$ cat src/hw/rtl/pcs_pkg.sv
package pcs_pkg;

    // Default depth of the mark store.
    localparam int DEF_MAX_LIMIT = 65536;

    // Fixed payload widths.
    localparam int LIMIT_W = 17;
    localparam int COUNT_W = 13;

    // Saturation value of the prime count.
    localparam logic [COUNT_W-1:0] COUNT_MAX = '1;

    // Controller states.
    typedef enum logic [2:0] {
        S_IDLE,
        S_CLEAR,
        S_SCAN,
        S_CHECK,
        S_MARK,
        S_COUNT,
        S_DONE
    } t_state;

    // Commands from the controller to the datapath.
    typedef struct packed {
        logic load;
        logic clr_step;
        logic scan_init;
        logic scan_rd;
        logic scan_next;
        logic mark_init;
        logic mark_step;
        logic cnt_init;
        logic cnt_rd;
        logic out_load;
    } t_cmd;

    // Status from the datapath to the controller.
    typedef struct packed {
        logic clr_done;
        logic scan_done;
        logic is_marked;
        logic mark_done;
        logic cnt_done;
    } t_sts;

endpackage

$ cat src/hw/rtl/pcs_ctrl.sv
module pcs_ctrl import pcs_pkg::*; (
    input  logic i_clk,
    input  logic i_rst_n,
    input  logic i_in_valid,
    input  logic i_out_busy,
    input  t_sts i_sts,
    output logic o_in_ready,
    output t_cmd o_cmd
);

    t_state r_state;
    t_state n_state;

    // Hold the state register.
    always_ff @(posedge i_clk) begin
        if (!i_rst_n) begin
            r_state <= S_IDLE;
        end else begin
            r_state <= n_state;
        end
    end

    // Sequence clear, sieve and count passes.
    always_comb begin
        n_state    = r_state;
        o_cmd      = '0;
        o_in_ready = (r_state == S_IDLE);
        unique case (r_state)
            S_IDLE: begin
                if (i_in_valid) begin
                    o_cmd.load = 1'b1;
                    n_state    = S_CLEAR;
                end
            end
            S_CLEAR: begin
                if (i_sts.clr_done) begin
                    o_cmd.scan_init = 1'b1;
                    n_state         = S_SCAN;
                end else begin
                    o_cmd.clr_step = 1'b1;
                end
            end
            S_SCAN: begin
                if (i_sts.scan_done) begin
                    o_cmd.cnt_init = 1'b1;
                    n_state        = S_COUNT;
                end else begin
                    o_cmd.scan_rd = 1'b1;
                    n_state       = S_CHECK;
                end
            end
            S_CHECK: begin
                if (i_sts.is_marked) begin
                    o_cmd.scan_next = 1'b1;
                    n_state         = S_SCAN;
                end else begin
                    o_cmd.mark_init = 1'b1;
                    n_state         = S_MARK;
                end
            end
            S_MARK: begin
                if (i_sts.mark_done) begin
                    o_cmd.scan_next = 1'b1;
                    n_state         = S_SCAN;
                end else begin
                    o_cmd.mark_step = 1'b1;
                end
            end
            S_COUNT: begin
                if (i_sts.cnt_done) begin
                    n_state = S_DONE;
                end else begin
                    o_cmd.cnt_rd = 1'b1;
                end
            end
            S_DONE: begin
                if (!i_out_busy) begin
                    o_cmd.out_load = 1'b1;
                    n_state        = S_IDLE;
                end
            end
            default: begin
                n_state = S_IDLE;
            end
        endcase
    end

endmodule

$ cat config.mk
export PLATFORM = sky130hd
export DESIGN_NAME = pcs_ctrl
export DESIGN_NICKNAME = d
export VERILOG_FILES = /design/src/hw/rtl/pcs_pkg.sv /design/src/hw/rtl/pcs_ctrl.sv
export SDC_FILE = /design/constraint.sdc
export NUM_CORES = 1
export LEC_CHECK = 0
export BUFFER_PORTS_ARGS = -buffer_cell sky130_fd_sc_hd__buf_2
export CORE_AREA = 4 4 41 43
export CTS_CLUSTER_DIAMETER = 60
export DETAILED_ROUTE_END_ITERATION = 8
export DIE_AREA = 0 0 45 47
export GPL_TIMING_DRIVEN = 0
export HOLD_SLACK_MARGIN = 0.02
export PLACE_DENSITY = 0.63
export SKIP_LAST_GASP = 1
export SLEW_MARGIN = 40
export SYNTH_ARGS = -nofsm -noshare
export SYNTH_HDL_FRONTEND = slang
export SYNTH_SLANG_ARGS = --single-unit
$ cat constraint.sdc
create_clock -name i_clk -period 2.25 [get_ports i_clk]
set_input_delay 0.1125 -clock i_clk [delete_from_list [all_inputs] [get_ports i_clk]]
set_output_delay 0.1125 -clock i_clk [all_outputs]
set_load 0.01 [all_outputs]
==> summary.txt, run 1 <==
Global route
  – First-pass GRT wire length: approximately 1500 um
  – Global-route usage over all layers: 10.4%
  – Overall overflow remaining after global route: 0
  – Pin count of the biggest net entering global routing: 11
  – Number of antenna violations at the first check in global routing: 0
  – Number of global-route vias before repair: roughly 380

Yosys
  – Synth cell types: 30
  – Cell area after synthesis: 357 um2
  – Area fraction in and, or, nand and nor cells after synthesis: a little under half
  – Primary FF master, synth: dfxtp_1
  – Post-Synth XOR/XNOR Area: 0%
  – Synthesized-area fraction occupied by ao, oa, aoi and oai cells: about 24%
  – Dominant cell type by area after synthesis: dfxtp_1
  – Synthesized area per cell: roughly 8 um2
  – Main combinational cell family by area after synthesis: simple AND/OR/NAND/NOR gates
  – Share of synthesized registers carrying an async set or reset: 0%
  – Synthesized flop and latch total: 3
  – Synth Net Count: 54
  – Number of enable-type register cells in the synthesized netlist: 0
  – Sequential share of the synthesized area: ~17%
  – Multiplexer area fraction after synthesis: between 5 and 6%
  – Fraction of synthesized cell area taken by the top area cell type: around 17%
  – Post-synthesis cell count: 45
  – Synth Area in Adders: 0%
  – Ys Warns: 0
  – Most area-consuming cells after synthesis: dfxtp_1, nor2b_1, and3b_1

Power and ir drop
  – Cell internal pwr: roughly 170 uW
  – Total power density per cell area: approximately 480 nW/um2
  – NetSw: roughly 73 uW
  – VDD IR max: roughly 0.21 mV
  – Portion of total power attributed to sequential cells: 25.7%
  – Portion of total power attributed to the clock network: between 30% and 40%
  – Fraction of power spent switching nets: between 30 and 40%
  – Leakage Power: 0.000239 uW
  – Share of total power in combinational logic: between 30% and 40%

Timing
  – Fin crit period: around 1.5 ns
  – Worst Skew: 0.00240 ns
  – Setup_tns: 0 ns
  – Share of the clock period used by the worst path after layout: between 60 and 70%
  – Max frequency: approximately 660 MHz
  – RSZ-0062 raised after global routing: no
  – Final Hold Violating Endpoints: 0
  – Final number of setup-violating endpoints: 0
  – Least-Margin Pin Slew: slightly below 0.2 ns
  – Headroom to the max-slew limit: slightly below 90%
  – Final Max Slew Viols: 0

CTS
  – Total of hold buffers inserted after clock tree synthesis: 0
  – CTS resizes: 0
  – Clock sink count: 3
  – Buffers inserted during post-CTS setup optimization: 0
  – Buffer cell driving the clock tree root: clkbuf_4
  – Maximum level of the CTS H-tree: 1
  – Maximum root-to-sink buffer count: 2
  – Number of buffers added by the clock tree synthesis step: 3
  – Clock tree from TritonCTS: yes
  – Clock latency on the worst-skew pair: between 0.2 and 0.25 ns
  – Clock slew seen by the registers of the worst setup and hold paths: approximately 0.030 ns

Placement
  – Count of input and output buffers: 19
  – RD Place Congestion: 0.776
  – Final HPWL from detailed placement: 724 um
  – Area post-placement: about 470 um2

Drt
  – Routed length per placed instance: around 11 um
  – Number of nets with antenna violations after routing: 0
  – Iter 0 DRT Violations: 9
  – 1st-pass router iterations: 4
  – Average via count per standard cell: between 5 and 6
  – Routed vias: approximately 420
  – Total routed wirelength: between 900 and 1000 um
  – DRC violations left: 0

Final layout
  – Area of all placed cells without fillers: slightly below 500 um2
  – Reg with most FFs: r_state
  – Most common cell after layout, fill and taps aside: buf_2
  – Number of flip-flops under the largest register name: 3
  – Layout area overhead: 39.3%
  – Net count of the finished layout: roughly 80
  – Largest registers: r_state: 3 flops
  – Share of final-layout standard cells stronger than drive strength 1: 44.1%
  – Antenna fix cells: 0
  – Filler cell count in the final layout: approximately 160

Min path
  – Min-delay worst type: input pin to flop
  – Hold Crit Start: i_rst_n

Die
  – I/O pins: 20
  – Initial Util: 27.4%
  – Die area: between 2000 and 2500 um2
  – Row count: 13
  – Die Y-Extent: 47 um
  – Die boundary width: approximately 45 um
  – Area of the core region: ~1300 um2

Critical path
  – Worst path arrival time: around 1.4 ns
  – Capturing element type of the critical path: primary output
  – Reg-to-reg startpoint: r_state[0]
  – Peak fanout along the critical path: 10
  – Data required time of the critical path: ~2.1 ns
  – Critical path type: flop to primary output
  – Worst setup path startpoint: r_state[0]
  – Crit path launch type: flop

Job
  – Max Cap Viol: 0

Status
  – Outcome: finished clean
-- cells in the mapped netlist, drive strengths merged, types with 2 or more instances --
cell type	number
and2b	2
nor2b	3
dfxtp	3
nor2	3
nor3	2
a21boi	2
buf	4
nand2	3
nand2b	2
nor3b	2
o21ai	3
and3b	2
-- through the flow --
stage                     hold slack, ns  std cells  utilization [%]  power, uW  setup WS (ns)
after floorplan                    0.241         45                -        119           1.07
after global placement             0.392         79             36.2        147           1.00
after detailed placement           0.388         79             36.2        148          0.997
after CTS                          0.141         83             38.2        248          0.737
after global routing               0.158         83             38.2        266          0.619
final                              0.151         83             38.2        239          0.745
-- per-layer routing --
| metal | up-vias | global-route usage [%] | share of wire [%] |
|---|---|---|---|
| met5 | - | 0 | 0 |
| met4 | 0 | 8.77 | 1.7 |
| met3 | 2 | 2.30 | 5.8 |
| met2 | 11 | 17.5 | 51 |
| met1 | 192 | 11.1 | 41 |
| li1 | 212 | - | - |
-- cells by family after synthesis --
family / after synthesis
buf+inv: 4
simple gates: 24
compound gates: 12
flops: 3
mux: 2
-- worst max-delay path, cell delays in order (launching register included) --
cell     delay, ns
dfxtp_1       0.38
buf_4         0.18
buf_2         0.20
nor2_1        0.07
a32o_1        0.20
buf_2         0.14
-- power by group through the flow --
stage / combinational (uW) / sequential (uW) / clock [uW]
global placement: 85.3 / 61.9 / 0
global route: 96.2 / 61.8 / 108
finish: 85.0 / 61.5 / 93.0
CTS: 86.1 / 61.2 / 100
detailed placement: 85.9 / 62.0 / 0
floorplan: 58.2 / 60.8 / 0
-- cell type report --
type	instances	area (um2)	area share, %
Tap cell	15	18.8	3.78
Buffer	4	22.5	4.53
Timing Repair Buffer	19	95.1	19.1
Clock buffer	4	26.3	5.29
Sequential cell	3	60.1	12.1
Multi-Input combinational cell	38	274	55.2
-- worst paths after layout --
kind | end | slack, ns | depth (start not counted)
max | o_cmd[5] | 0.75 | 5
min | r_state[2] | 0.15 | 3
max reg2reg | r_state[1] | 1.05 | 3
min reg2reg | r_state[0] | 0.70 | 3
Power figures use the tool's default switching activity.
==> inputs of run 2 (changes only) <==
clock period = 1.5 ns   (was 2.25 ns; I/O delays follow)
==> run 2 against run 1 <==
  * Clock power is 49% higher
  * Critical path depth is 1 lower
  * Final cell count stayed put
  * Die area stayed put
  * Clock skew stayed put
  * Combinational power is 54% higher
==> summary.txt, run 2 (synthesis gave the netlist of run 1 again) <==
Drt
  – Average via count per standard cell: roughly 5
  – Highest routed layer: met4
  – Iter 0 DRT Violations: 10
  – Routed length per placed instance: approximately 11 um
  – Met1 layer wirelength in the final routing: ~370 um
  – Total routed wirelength: between 900 and 1000 um
  – Routed vias: ~420
  – Wire length on met2: about 470 um
  – Number of nets with antenna violations after routing: 0
  – DRC violations left: 0
  – 1st-pass router iterations: 4
  – Routed length on met3: 58 um

Power and ir drop
  – VDD IR max: 0.314 mV
  – Leakage Power: between 0.0002 and 0.00025 uW
  – Total power density per cell area: between 700 and 800 nW/um2

CTS
  – Buffer cell driving the clock tree root: clkbuf_4
  – Clock sink count: 3
  – Total of hold buffers inserted after clock tree synthesis: 0
  – Maximum root-to-sink buffer count: 2
  – Clock latency on the worst-skew pair: 0.23 ns
  – Clock tree from TritonCTS: yes
  – Number of buffers added by the clock tree synthesis step: 3
  – Maximum level of the CTS H-tree: 1
  – Clock slew seen by the registers of the worst setup and hold paths: about 0.040 ns

Global route
  – Number of antenna violations at the first check in global routing: 0
  – Pin count of the biggest net entering global routing: 11
  – Number of global-route vias before repair: about 380
  – Overall overflow remaining after global route: 0
  – Global-route usage over all layers: approximately a tenth
  – First-pass GRT wire length: roughly 1500 um

Die
  – Die Y-Extent: ~47 um
  – Area of the core region: ~1300 um2
  – Row count: 13
  – Die boundary width: roughly 45 um
  – I/O pins: 20
  – Die area: between 2000 and 2500 um2
  – Initial Util: between 20% and 30%

Timing
  – Least-Margin Pin Slew: about 0.19 ns
  – Share of the clock period used by the worst path after layout: between 90 and 100%
  – Final Hold Violating Endpoints: 0
  – PnR worst setup slack: approximately 0.10 ns
  – Setup_tns: 0 ns
  – Worst Skew: roughly 0.0024 ns
  – Final number of setup-violating endpoints: 0
  – RSZ-0062 raised after global routing: no
  – Max frequency: about 700 MHz
  – Headroom to the max-slew limit: between 80 and 90%
  – Final Max Slew Viols: 0
  – Fin crit period: about 1.4 ns

Status
  – Outcome: finished clean

Final layout
  – Commonest cells after routing, fill and taps aside: buf_2, clkbuf_4, nand2_1, nor2_1, nor2b_1
  – Sequential cell area in the final layout: about 61 um2
  – Antenna fix cells: 0
  – Reg with most FFs: r_state
  – Post-route insts no fill: 83
  – Layout area overhead: 41.4%
  – Multi-input gate area: ~270 um2
  – Largest registers: r_state: 3 flops
  – Net count of the finished layout: 78
  – Number of flip-flops under the largest register name: 3
  – Filler cell count in the final layout: approximately 160
  – Area of all placed cells without fillers: about 500 um2
  – Most common cell after layout, fill and taps aside: buf_2
  – Share of final-layout standard cells stronger than drive strength 1: a little under half

Critical path
  – Critical path type: flop to primary output
  – Data required time of the critical path: between 1 and 1.5 ns
  – Worst R2R Path Depth: 3
  – Crit path launch type: flop
  – Capturing element type of the critical path: primary output
  – Peak fanout along the critical path: 10
  – Worst path arrival time: 1.33 ns

Min path
  – Min-Delay Path Depth: 3
  – Min-delay worst type: input pin to flop

Placement
  – Area post-placement: ~470 um2
  – Placed instance count: just under 80
  – Worst slack after detailed placement: between 0.2 and 0.3 ns
  – Final HPWL from detailed placement: just over 700 um
  – RD Place Congestion: slightly below 0.8
  – Count of input and output buffers: 19

Job
  – Max Cap Viol: 0
[run 2: worst paths after layout]
| kind | startpoint | endpoint | slack (ns) |
|---|---|---|---|
| min | i_rst_n | r_state[2] | 0.11 |
| min reg2reg | r_state[1] | r_state[0] | 0.69 |
| max | r_state[1] | o_cmd[5] | 0.1 |
| max reg2reg | r_state[0] | r_state[1] | 0.34 |
[run 2: cell type report]
cell class | instances | share of cell area [%]
Timing Repair Buffer | 19 | 18.9
Buffer | 4 | 5.71
Multi-Input combinational cell | 38 | 54.3
Tap cell | 15 | 3.72
Clock buffer | 4 | 5.21
Sequential cell | 3 | 12.2
[run 2: what timing repair did]
action                     in CTS  in global routing
setup endpoints to repair       0                  6
hold endpoints to repair        0                  0
setup buffers                   0                  0
gates resized for setup         0                  3
[run 2: per-stage QoR]
step	power, uW	utilization, %	hold WS (ns)
6_report	364	38.8	0.114
5_1_grt	404	38.8	0.117
4_1_cts	371	38.2	0.104
3_5_place_dp	222	36.2	0.351
3_3_place_gp	221	36.2	0.354
2_1_floorplan	178	-	0.186
[run 2: critical path, stage by stage (launching register included)]
cell,delay [ns]
dfxtp_1,0.31
buf_2,0.17
and2b_1,0.21
a32o_1,0.26
buf_2,0.14
[run 2: layer usage]
metal  global-route usage, %  vias to the layer above
met5                       0                        -
met4                    8.77                        0
met3                    2.30                        2
met2                    17.5                       13
met1                    11.1                      187
li1                        -                      213
[run 2: power breakdown]
group,internal [uW],switching (uW)
combinational,67.2,63.4
sequential,87.2,6.30
clock,99.5,39.9
total,254,110
